[config.mk]
export PLATFORM = sky130hd
export DESIGN_NAME = boot_page_loader_protocol
export DESIGN_NICKNAME = d
export VERILOG_FILES = /design/src/rtl/bpl_pkg.sv /design/src/rtl/bpl_datapath.sv /design/src/rtl/bpl_ctrl.sv /design/src/rtl/boot_page_loader_protocol.sv
export SDC_FILE = /design/constraint.sdc
export NUM_CORES = 2
export LEC_CHECK = 0
export BUFFER_PORTS_ARGS = -buffer_cell sky130_fd_sc_hd__buf_2
export CAP_MARGIN = 20
export CORE_ASPECT_RATIO = 1.25
export CORE_MARGIN = 3
export CORE_UTILIZATION = 40
export CTS_CLUSTER_SIZE = 28
export DETAILED_ROUTE_END_ITERATION = 8
export GPL_ROUTABILITY_DRIVEN = 0
export HOLD_SLACK_MARGIN = 0.05
export PLACE_DENSITY = 0.62
export SKIP_CTS_REPAIR_TIMING = 1
export SYNTH_ARGS = -nofsm -noshare
export SYNTH_HDL_FRONTEND = slang
export SYNTH_SLANG_ARGS = --single-unit
[constraint.sdc]
create_clock -name clk -period 5.4 [get_ports clk]
set_clock_uncertainty 0.05 [all_clocks]
set_input_delay 0.54 -clock clk [delete_from_list [all_inputs] [get_ports clk]]
set_output_delay 0.54 -clock clk [all_outputs]
set_load 0.02 [all_outputs]
[src/rtl/bpl_pkg.sv]
package bpl_pkg;

	typedef struct packed {
		logic [2:0] command;
		logic       is_request;
		logic [7:0] seq_number;
		logic       block_start;
		logic [6:0] block_count;
		logic [3:0] data_length;
		logic [7:0] in_byte0;
		logic [7:0] in_byte1;
		logic [7:0] in_byte2;
		logic [7:0] in_byte3;
	} in_word_t;

	typedef struct packed {
		logic [1:0]  kind;
		logic [2:0]  reply_command;
		logic [1:0]  reply_status;
		logic [7:0]  reply_number;
		logic [3:0]  reply_length;
		logic [7:0]  out_byte0;
		logic [7:0]  out_byte1;
		logic [7:0]  out_byte2;
		logic [7:0]  out_byte3;
		logic [15:0] flash_page;
		logic [4:0]  word_index;
		logic        last;
	} out_word_t;

	localparam logic [2:0] CMD_IDENTIFY    = 3'd0;
	localparam logic [2:0] CMD_SET_ADDRESS = 3'd1;
	localparam logic [2:0] CMD_DATA        = 3'd2;
	localparam logic [2:0] CMD_START_APP   = 3'd3;

	localparam logic [1:0] ST_OK    = 2'd0;
	localparam logic [1:0] ST_WRONG = 2'd1;
	localparam logic [1:0] ST_ERROR = 2'd2;

	localparam logic [1:0] KIND_REPLY = 2'd0;
	localparam logic [1:0] KIND_FLASH = 2'd1;
	localparam logic [1:0] KIND_START = 2'd2;

	localparam logic [1:0] REG_ID_VERSION = 2'd0;
	localparam logic [1:0] REG_PAGE_SIZE  = 2'd1;
	localparam logic [1:0] REG_PAGES      = 2'd2;

	// Decision taken for one message
	typedef enum logic [1:0] {
		ACT_NONE,
		ACT_ONE,
		ACT_START,
		ACT_FLUSH
	} act_t;

	typedef struct packed {
		logic      take;
		logic      dump_rd;
		logic      emit_first;
		logic      emit_dump;
		logic      emit_start;
	} bpl_cmd_t;

	typedef struct packed {
		act_t      act;
	} bpl_stat_t;

endpackage

[src/rtl/bpl_datapath.sv]
module bpl_datapath #(
	parameter int PAGE_BYTES = 128
) (
	input  logic               clk,
	input  logic               arst_n,
	input  bpl_pkg::in_word_t  in_word,
	input  bpl_pkg::bpl_cmd_t  cmd,
	output bpl_pkg::bpl_stat_t stat,
	input  logic [7:0]         id_version_byte,
	input  logic [7:0]         page_size_code,
	input  logic [15:0]        writable_pages,
	output bpl_pkg::out_word_t res
);
	import bpl_pkg::*;

	localparam int PW = PAGE_BYTES / 4;
	localparam int AW = $clog2(PW);

	logic [7:0]  expected_seq_q;
	logic        collecting_q;
	logic [15:0] target_page_q;
	logic [5:0]  fill_position_q;
	logic [7:0]  expected_block_count_q;
	logic [31:0] mem_q [PW];
	logic [31:0] rd_q;
	logic [AW-1:0] rd_idx_q;
	logic [AW-1:0] wr_idx_q;
	out_word_t   first_q;
	logic [15:0] flush_page_q;

	logic [7:0]  nxt;
	logic [15:0] pg;
	out_word_t   r;
	act_t        act;
	logic        coll_n;
	logic [15:0] tp_n;
	logic [5:0]  fp_n;
	logic [7:0]  ebc_n;
	logic [7:0]  ebc_eff;
	logic        wr_en;
	logic [5:0]  fp_inc;

	// Decide the message outcome
	always_comb begin
		nxt = expected_seq_q + 8'd1;
		pg = {in_word.in_byte0, in_word.in_byte1};
		r = '0;
		r.reply_command = in_word.command;
		r.reply_number = nxt;
		r.reply_status = ST_ERROR;
		r.reply_length = in_word.data_length;
		r.out_byte0 = in_word.in_byte0;
		r.out_byte1 = in_word.in_byte1;
		r.out_byte2 = in_word.in_byte2;
		r.out_byte3 = in_word.in_byte3;
		r.last = 1'b1;
		act = ACT_ONE;
		coll_n = collecting_q;
		tp_n = target_page_q;
		fp_n = fill_position_q;
		ebc_n = expected_block_count_q;
		ebc_eff = expected_block_count_q;
		wr_en = 1'b0;
		fp_inc = fill_position_q + 6'd1;
		if (!in_word.is_request) begin
			act = ACT_NONE;
		end else if (in_word.seq_number != nxt) begin
			r.reply_status = ST_WRONG;
			r.reply_length = '0;
			r.out_byte0 = '0;
			r.out_byte1 = '0;
			r.out_byte2 = '0;
			r.out_byte3 = '0;
		end else begin
			unique case (in_word.command)
				CMD_IDENTIFY: begin
					r.reply_status = ST_OK;
					r.reply_length = 4'd4;
					r.out_byte0 = id_version_byte;
					r.out_byte1 = page_size_code;
					r.out_byte2 = writable_pages[15:8];
					r.out_byte3 = writable_pages[7:0];
				end
				CMD_SET_ADDRESS: begin
					if (in_word.data_length == 4'd4 && {24'd0, in_word.in_byte3} < PW
						&& pg < writable_pages) begin
						tp_n = pg;
						fp_n = in_word.in_byte3[5:0];
						coll_n = 1'b1;
						r.reply_status = ST_OK;
					end
				end
				CMD_DATA: begin
					if (in_word.data_length != 4'd4 || {26'd0, fill_position_q} >= PW
						|| !collecting_q) begin
						coll_n = 1'b0;
					end else begin
						if (in_word.block_start) begin
							ebc_eff = {1'b0, in_word.block_count};
							coll_n = 1'b1;
						end
						if ({1'b0, in_word.block_count} != ebc_eff) begin
							coll_n = 1'b0;
							ebc_n = ebc_eff;
						end else begin
							ebc_n = ebc_eff - 8'd1;
							wr_en = 1'b1;
							fp_n = fp_inc;
							if (in_word.block_count != 7'd0) begin
								act = ACT_NONE;
							end else if ({26'd0, fp_inc} == PW) begin
								r.reply_length = 4'd2;
								r.out_byte0 = target_page_q[15:8];
								r.out_byte1 = target_page_q[7:0];
								if (target_page_q >= writable_pages) begin
									r.reply_status = ST_ERROR;
								end else begin
									r.reply_status = ST_OK;
									r.out_byte2 = '0;
									r.out_byte3 = '0;
									act = ACT_FLUSH;
									fp_n = '0;
									tp_n = target_page_q + 16'd1;
								end
							end else begin
								r.reply_status = ST_OK;
								r.reply_length = '0;
								r.out_byte0 = '0;
								r.out_byte1 = '0;
								r.out_byte2 = '0;
								r.out_byte3 = '0;
							end
						end
					end
				end
				CMD_START_APP: begin
					r.reply_status = ST_OK;
					r.reply_length = '0;
					r.out_byte0 = '0;
					r.out_byte1 = '0;
					r.out_byte2 = '0;
					r.out_byte3 = '0;
					r.last = 1'b0;
					act = ACT_START;
				end
				default: ;
			endcase
		end
		stat.act = act;
	end

	// Update protocol state on accepted word
	always_ff @(posedge clk or negedge arst_n) begin
		if (!arst_n) begin
			expected_seq_q <= 8'hff;
			collecting_q <= 1'b0;
			target_page_q <= '0;
			fill_position_q <= '0;
			expected_block_count_q <= '0;
		end else if (cmd.take && in_word.is_request && in_word.seq_number == nxt) begin
			expected_seq_q <= nxt;
			collecting_q <= coll_n;
			target_page_q <= tp_n;
			fill_position_q <= fp_n;
			expected_block_count_q <= ebc_n;
		end
	end

	// Page store write, flush read
	always_ff @(posedge clk) begin
		if (cmd.take && wr_en && act != ACT_NONE || cmd.take && wr_en)
			mem_q[fill_position_q[AW-1:0]] <= {in_word.in_byte3, in_word.in_byte2,
				in_word.in_byte1, in_word.in_byte0};
		if (cmd.take) begin
			first_q <= r;
			flush_page_q <= target_page_q;
			rd_idx_q <= '0;
		end else if (cmd.dump_rd) begin
			rd_q <= mem_q[rd_idx_q];
			wr_idx_q <= rd_idx_q;
			rd_idx_q <= rd_idx_q + AW'(1);
		end
	end

	// Select the result word
	always_comb begin
		res = '0;
		if (cmd.emit_first) begin
			res = first_q;
		end else if (cmd.emit_dump) begin
			res.kind = KIND_FLASH;
			res.out_byte0 = rd_q[7:0];
			res.out_byte1 = rd_q[15:8];
			res.out_byte2 = rd_q[23:16];
			res.out_byte3 = rd_q[31:24];
			res.flash_page = flush_page_q;
			res.word_index = 5'(wr_idx_q);
		end else if (cmd.emit_start) begin
			res.kind = KIND_START;
			res.last = 1'b1;
		end
	end

endmodule

[src/rtl/bpl_ctrl.sv]
module bpl_ctrl #(
	parameter int PAGE_BYTES = 128
) (
	input  logic               clk,
	input  logic               arst_n,
	input  logic               in_valid,
	output logic               in_ready,
	output logic               out_valid,
	input  logic               out_ready,
	input  bpl_pkg::bpl_stat_t stat,
	input  bpl_pkg::out_word_t res,
	output bpl_pkg::bpl_cmd_t  cmd,
	output bpl_pkg::out_word_t out_word
);
	import bpl_pkg::*;

	localparam int PW = PAGE_BYTES / 4;
	localparam int CW = $clog2(PW + 1);

	typedef enum logic [2:0] {S_IDLE, S_REPLY, S_START, S_READ, S_WORD, S_ACK} state_t;

	state_t         state_q;
	logic [CW-1:0]  cnt_q;
	logic           ov_q;
	out_word_t      ow_q;
	logic           load;
	logic           free;

	assign free = !ov_q || out_ready;
	assign in_ready = state_q == S_IDLE;
	assign out_valid = ov_q;
	assign out_word = ow_q;

	// Drive datapath commands
	always_comb begin
		cmd = '0;
		cmd.take = in_valid && in_ready;
		load = 1'b0;
		unique case (state_q)
			S_REPLY: begin
				cmd.emit_first = 1'b1;
				load = free;
			end
			S_START: begin
				cmd.emit_start = 1'b1;
				load = free;
			end
			S_READ: cmd.dump_rd = 1'b1;
			S_WORD: begin
				cmd.emit_dump = 1'b1;
				load = free;
				cmd.dump_rd = free;
			end
			S_ACK: begin
				cmd.emit_first = 1'b1;
				load = free;
			end
			default: ;
		endcase
	end

	// Hold state and output register
	always_ff @(posedge clk or negedge arst_n) begin
		if (!arst_n) begin
			state_q <= S_IDLE;
			cnt_q <= '0;
			ov_q <= 1'b0;
			ow_q <= '0;
		end else begin
			if (out_ready) ov_q <= 1'b0;
			if (load) begin
				ov_q <= 1'b1;
				ow_q <= res;
			end
			unique case (state_q)
				S_IDLE: if (cmd.take) begin
					unique case (stat.act)
						ACT_NONE: state_q <= S_IDLE;
						ACT_FLUSH: begin
							state_q <= S_READ;
							cnt_q <= '0;
						end
						default: state_q <= S_REPLY;
					endcase
				end
				S_REPLY: if (free) state_q <= res.last ? S_IDLE : S_START;
				S_START: if (free) state_q <= S_IDLE;
				S_READ: state_q <= S_WORD;
				S_WORD: if (free) begin
					cnt_q <= cnt_q + CW'(1);
					if (cnt_q == CW'(PW - 1)) state_q <= S_ACK;
				end
				S_ACK: if (free) state_q <= S_IDLE;
				default: state_q <= S_IDLE;
			endcase
		end
	end

endmodule

[src/rtl/boot_page_loader_protocol.sv]
// Boot page loader protocol engine.
// Input channel (in_valid/in_ready/in_word) takes one received loader
// message; output channel (out_valid/out_ready/out_word) gives results:
// replies, flash word writes and a start signal, the final one with last set.
// Registers via APB: 0 id_version_byte, 1 page_size_code, 2 writable_pages.
// One message at a time: in_ready is high only while the controller is idle.
// A plain reply passes through the REPLY state; start app adds one result.
// A full page flush reads the page store one word per cycle while the
// receiver is ready and emits PAGE_BYTES/4 flash words plus an acknowledge.
// Non-requests and mid-block data give no result; the controller stays idle.
// A stalled receiver holds the output register; the controller waits.
// Reset clears the sequence state (expected number 255), the registers
// and collection state; the page store is undefined until written.
module boot_page_loader_protocol #(
	parameter int PAGE_BYTES = 128
) (
	input  logic               clk,
	input  logic               arst_n,
	input  logic               in_valid,
	output logic               in_ready,
	input  bpl_pkg::in_word_t  in_word,
	output logic               out_valid,
	input  logic               out_ready,
	output bpl_pkg::out_word_t out_word,
	input  logic               psel,
	input  logic               penable,
	input  logic               pwrite,
	input  logic [3:0]         paddr,
	input  logic [31:0]        pwdata,
	output logic [31:0]        prdata,
	output logic               pready
);
	import bpl_pkg::*;

	logic [7:0]  id_version_byte_q;
	logic [7:0]  page_size_code_q;
	logic [15:0] writable_pages_q;
	bpl_cmd_t    cmd;
	bpl_stat_t   stat;
	out_word_t   res;

	assign pready = 1'b1;

	// Register writes
	always_ff @(posedge clk or negedge arst_n) begin
		if (!arst_n) begin
			id_version_byte_q <= '0;
			page_size_code_q <= '0;
			writable_pages_q <= '0;
		end else if (psel && penable && pwrite && paddr[1:0] == 2'd0) begin
			unique case (paddr[3:2])
				REG_ID_VERSION: id_version_byte_q <= pwdata[7:0];
				REG_PAGE_SIZE:  page_size_code_q <= pwdata[7:0];
				REG_PAGES:      writable_pages_q <= pwdata[15:0];
				default: ;
			endcase
		end
	end

	// Register reads
	always_comb begin
		prdata = '0;
		unique case (paddr[3:2])
			REG_ID_VERSION: prdata = {24'd0, id_version_byte_q};
			REG_PAGE_SIZE:  prdata = {24'd0, page_size_code_q};
			REG_PAGES:      prdata = {16'd0, writable_pages_q};
			default: ;
		endcase
	end

	bpl_datapath #(.PAGE_BYTES(PAGE_BYTES)) u_dp (
		.clk, .arst_n, .in_word, .cmd, .stat,
		.id_version_byte(id_version_byte_q),
		.page_size_code(page_size_code_q),
		.writable_pages(writable_pages_q),
		.res
	);

	bpl_ctrl #(.PAGE_BYTES(PAGE_BYTES)) u_ctrl (
		.clk, .arst_n, .in_valid, .in_ready, .out_valid, .out_ready,
		.stat, .res, .cmd, .out_word
	);

	a_no_accept_busy: assert property (@(posedge clk) disable iff (!arst_n)
		out_valid && !out_ready |=> out_valid) else $error("result dropped");
	a_flash_not_last: assert property (@(posedge clk) disable iff (!arst_n)
		out_valid && out_word.kind == KIND_FLASH |-> !out_word.last)
		else $error("flash word marked last");
	a_start_last: assert property (@(posedge clk) disable iff (!arst_n)
		out_valid && out_word.kind == KIND_START |-> out_word.last)
		else $error("start not last");

endmodule
==> metrics.yaml <==
cts-root-buf: "clkbuf_16"
grt_pass1_wl_microns: 203000
portBuffers: 173
crit_family: "simple AND/OR/NAND/NOR gates"
drt-initial-drc-count: 3063
drv_cap: 0
critPathArrivalTime_ps: 4690
tightest_slew_ps: 1130
hold_viol_final: 0
clkPwrFrac: 0.401
syn_area_sq_mm: 0.0519
use_met2: 0.351
timing.rr.start: "writable_pages_q[15]$_DFFE_PN0P_"
synthTopCellsByArea: "edfxtp_1, mux4_2, dfrtp_1"
path_clk_slew_ps: 70
yosys.area_share.simple: 0.0360
relSlewSlack: 0.242
synth_top_family_by_area: "multiplexers"
start_util: 0.403
yosysMostFrequentCell: "edfxtp_1"
synth-xor-area-share: 0.00690
power_per_cell_area_mw_per_mm2: 362
synth_fa_ha_area_frac: 0.00989
required_ps: 5950
synthFlopType: "edfxtp_1"
htree_num_levels: 3
yosysTopAreaCellShare: 0.653
grt_pass1_vias: 28320
path_cells: "inv_1 -> ha_1 -> nor4_1 -> o211ai_1 -> a2bb2oi_1 -> o41ai_1 -> and4bb_1 -> buf_4 -> and2_1 -> a31oi_1"
synthMuxAreaShare: 0.153
grt_usage: 0.211
synthTopCellsByCount: "edfxtp_1, mux4_2, dfrtp_1"
synthArstFlopShare: 0.120
grt_start_max_net_pins: 85
grt_overflow: 0
max_freq_ghz: 0.241
clock_latency_ps: 760
cts_made_buffers: 117
status: "completed"
synth_compound_area_frac: 0.0465
grt_antenna_before_repair: 10
use_met3: 0.0399
yosys_warnings: 0
hpwl_microns: 85000
power_frac_comb: 0.073
fin_crit_ps: 4150
ff2ff_setup_slack_ps: 1250
crit_type: "flop to flop"
ant_nets: 0
die_h_microns: 409
hold_depth: 3
critPathCapture: "u_dp.target_page_q[1]$_DFFE_PN0P_"
setup_violations: 0
vias: 27778
leakage_nw: 19.5
p_int_mw: 16.6
yosysSeqAreaShare: 0.729
cp.depth: 10
synth-edff-count: 1127
avgRoutedWirePerCell_microns: 29.7
viasPerCell: 5.83
routed_wl_microns: 142000
crit_buf_inv: 2
worst_setup_path_end_kind: "flop"
num_rows: 147
die_x_microns: 328
drive_gt1_frac: 0.297
synth.distinct_cells: 77
synth_area_per_cell_sq_um: 19.2
cts_tree: "built"
clockBufferDepth: 3
hold_path_class: "input port to flop"
clkSinkCount: 1286
slew_violations: 0
pwr-share-seq: 0.526
synthCells: 2706
drc_errors: 0
fillers: 10655
cp-start-kind: "flop"
fin_util: 0.464
holdWs_ps: 60.2
io_pins: 207
dieArea_sq_mm: 0.134
cp_max_fo: 29
p_sw_mw: 5.04
slowest_stage: "and2_1"
p_sw_frac: 0.233
dr.pass1.iters: 6
synth_top_cell_by_area: "edfxtp_1"
ys_ff_latch: 1286
core-area_sq_mm: 0.129
rsz0062_at_grt: "false"
nets: 3094
r2r_cells: 10
fin_crit_sh: 0.768
area_delta_synth_final_pct: 15.1
irDropWorstVdd_mv: 0.278
top_usage_layer: "met2"
timing.rr.end: "u_dp.target_page_q[1]$_DFFE_PN0P_"
cpPeakStageDelay_ps: 750
cp-startpoint: "writable_pages_q[15]$_DFFE_PN0P_"
use_met1: 0.274
-- through the flow --
step                power, mW  instance area [sq um]  std cells  setup TNS [ps]  setup slack [ps]
floorplan                12.4                  51900       2721         -190860              -190
global placement         13.1                  55400       4526               0               998
detailed placement       13.1                  55400       4526               0               926
CTS                      21.8                  59400       4744               0              1270
global route             22.3                  59700       4767               0              1120
finish                   21.6                  59700       4768               0              1250
-- sequential cells by signal, summed over array words and instances, names as in the netlist, 5 cells and up --
| register | count |
|---|---|
| u_dp.rd_q | 32 |
| u_dp.wr_idx_q | 5 |
| u_ctrl.cnt_q | 6 |
| page_size_code_q | 8 |
| writable_pages_q | 16 |
| u_dp.fill_position_q | 6 |
| u_dp.rd_idx_q | 5 |
| u_dp.expected_seq_q | 8 |
| u_dp.expected_block_count_q | 8 |
| u_dp.mem_q | 1024 |
| u_dp.first_q | 50 |
| u_dp.target_page_q | 16 |
| u_ctrl.out_word | 73 |
| id_version_byte_q | 8 |
| u_dp.flush_page_q | 16 |
-- worst min path at each step --
stage	startpoint	endpoint
after detailed placement	u_dp.first_q[54]$_DFFE_PP_	u_ctrl.out_word[54]$_DFFE_PN0P_
final	pwdata[4]	writable_pages_q[4]$_DFFE_PN0P_
after global routing	pwdata[4]	page_size_code_q[4]$_DFFE_PN0P_
after global placement	u_dp.first_q[68]$_DFFE_PP_	u_ctrl.out_word[68]$_DFFE_PN0P_
after CTS	arst_n	u_ctrl.out_word[64]$_DFFE_PN0P_
after floorplan	arst_n	id_version_byte_q[0]$_DFFE_PN0P_
-- layer usage --
| layer | part of all wire | routed length, microns | vias to the layer above |
|---|---|---|---|
| li1 | - | - | 11469 |
| met1 | 0.38 | 54200 | 14716 |
| met2 | 0.49 | 70100 | 1320 |
| met3 | 0.083 | 11700 | 269 |
| met4 | 0.039 | 5570 | 4 |
| met5 | 0.00019 | 27 | - |
-- final cells by class --
cell class                 instances  area, sq um  share of cell area
antenna                            2         5.00           0.0000839
clock buffer                     137         3000              0.0503
clock inverter                    81         1030              0.0173
inverter                          39          146             0.00245
multi-input combinational       1223        13400               0.225
sequential                      1286        37800               0.634
tap                             1713         2140              0.0359
timing repair buffer             287         2080              0.0348
-- cells in the final DEF (no fill, tap or decap), types with 13 or more instances in the layout --
cell type      netlist  final
buf_2               26    172
clkinv_1             0     14
buf_4               20     70
a21oi_1             61     61
dfrtp_1            146    146
xor2_1              14     14
clkinv_2             0     27
and2_1              30     30
mux2i_1             14     14
a21oi_2             14     14
nand3_1             34     34
xnor2_1             25     25
dlygate4sd3_1        0     21
buf_12               2     22
bufinv_16            0     20
o311ai_0            16     16
nor2_4               0     33
nand2_1            114    113
a22oi_1             32     32
mux4_2             320    320
nand4_1             13     13
clkbuf_1           106     20
nor2_1              97     64
ha_1                41     41
inv_1               39     39
edfxtp_1          1127   1127
mux2_2              51     51
clkbuf_16            0    117
o21ai_0            117    117
conb_1               2     17
a22o_1              55     55
-- worst reg2reg max path, delay by kind of cell, from the launching register on --
family,cells,cell delay (ps)
AO/OA/AOI/OAI,4,760
adder cells (fa/ha/maj),1,310
buffers and inverters,2,500
flip-flops,1,520
AND/OR/NAND/NOR,3,1870
-- logic make-up after synthesis --
kind of cell / Yosys count
muxes: 385
DFF: 1286
xor gates and xnor gates: 40
other: 2
buffers and inverters: 212
adders and majority gates: 41
AOI/OAI and AO/OA: 362
and+or+nand+nor: 378
-- power groups by stage --
| stage | Clock (mW) | Combinational [mW] | Sequential (mW) |
|---|---|---|---|
| global route | 9.21 | 1.70 | 11.4 |
| finish | 8.66 | 1.57 | 11.4 |
| global placement | 0 | 1.52 | 11.6 |
| detailed placement | 0 | 1.56 | 11.6 |
| CTS | 8.82 | 1.57 | 11.4 |
| floorplan | 0 | 0.740 | 11.6 |
No activity file was read; power rests on OpenSTA's default activity.
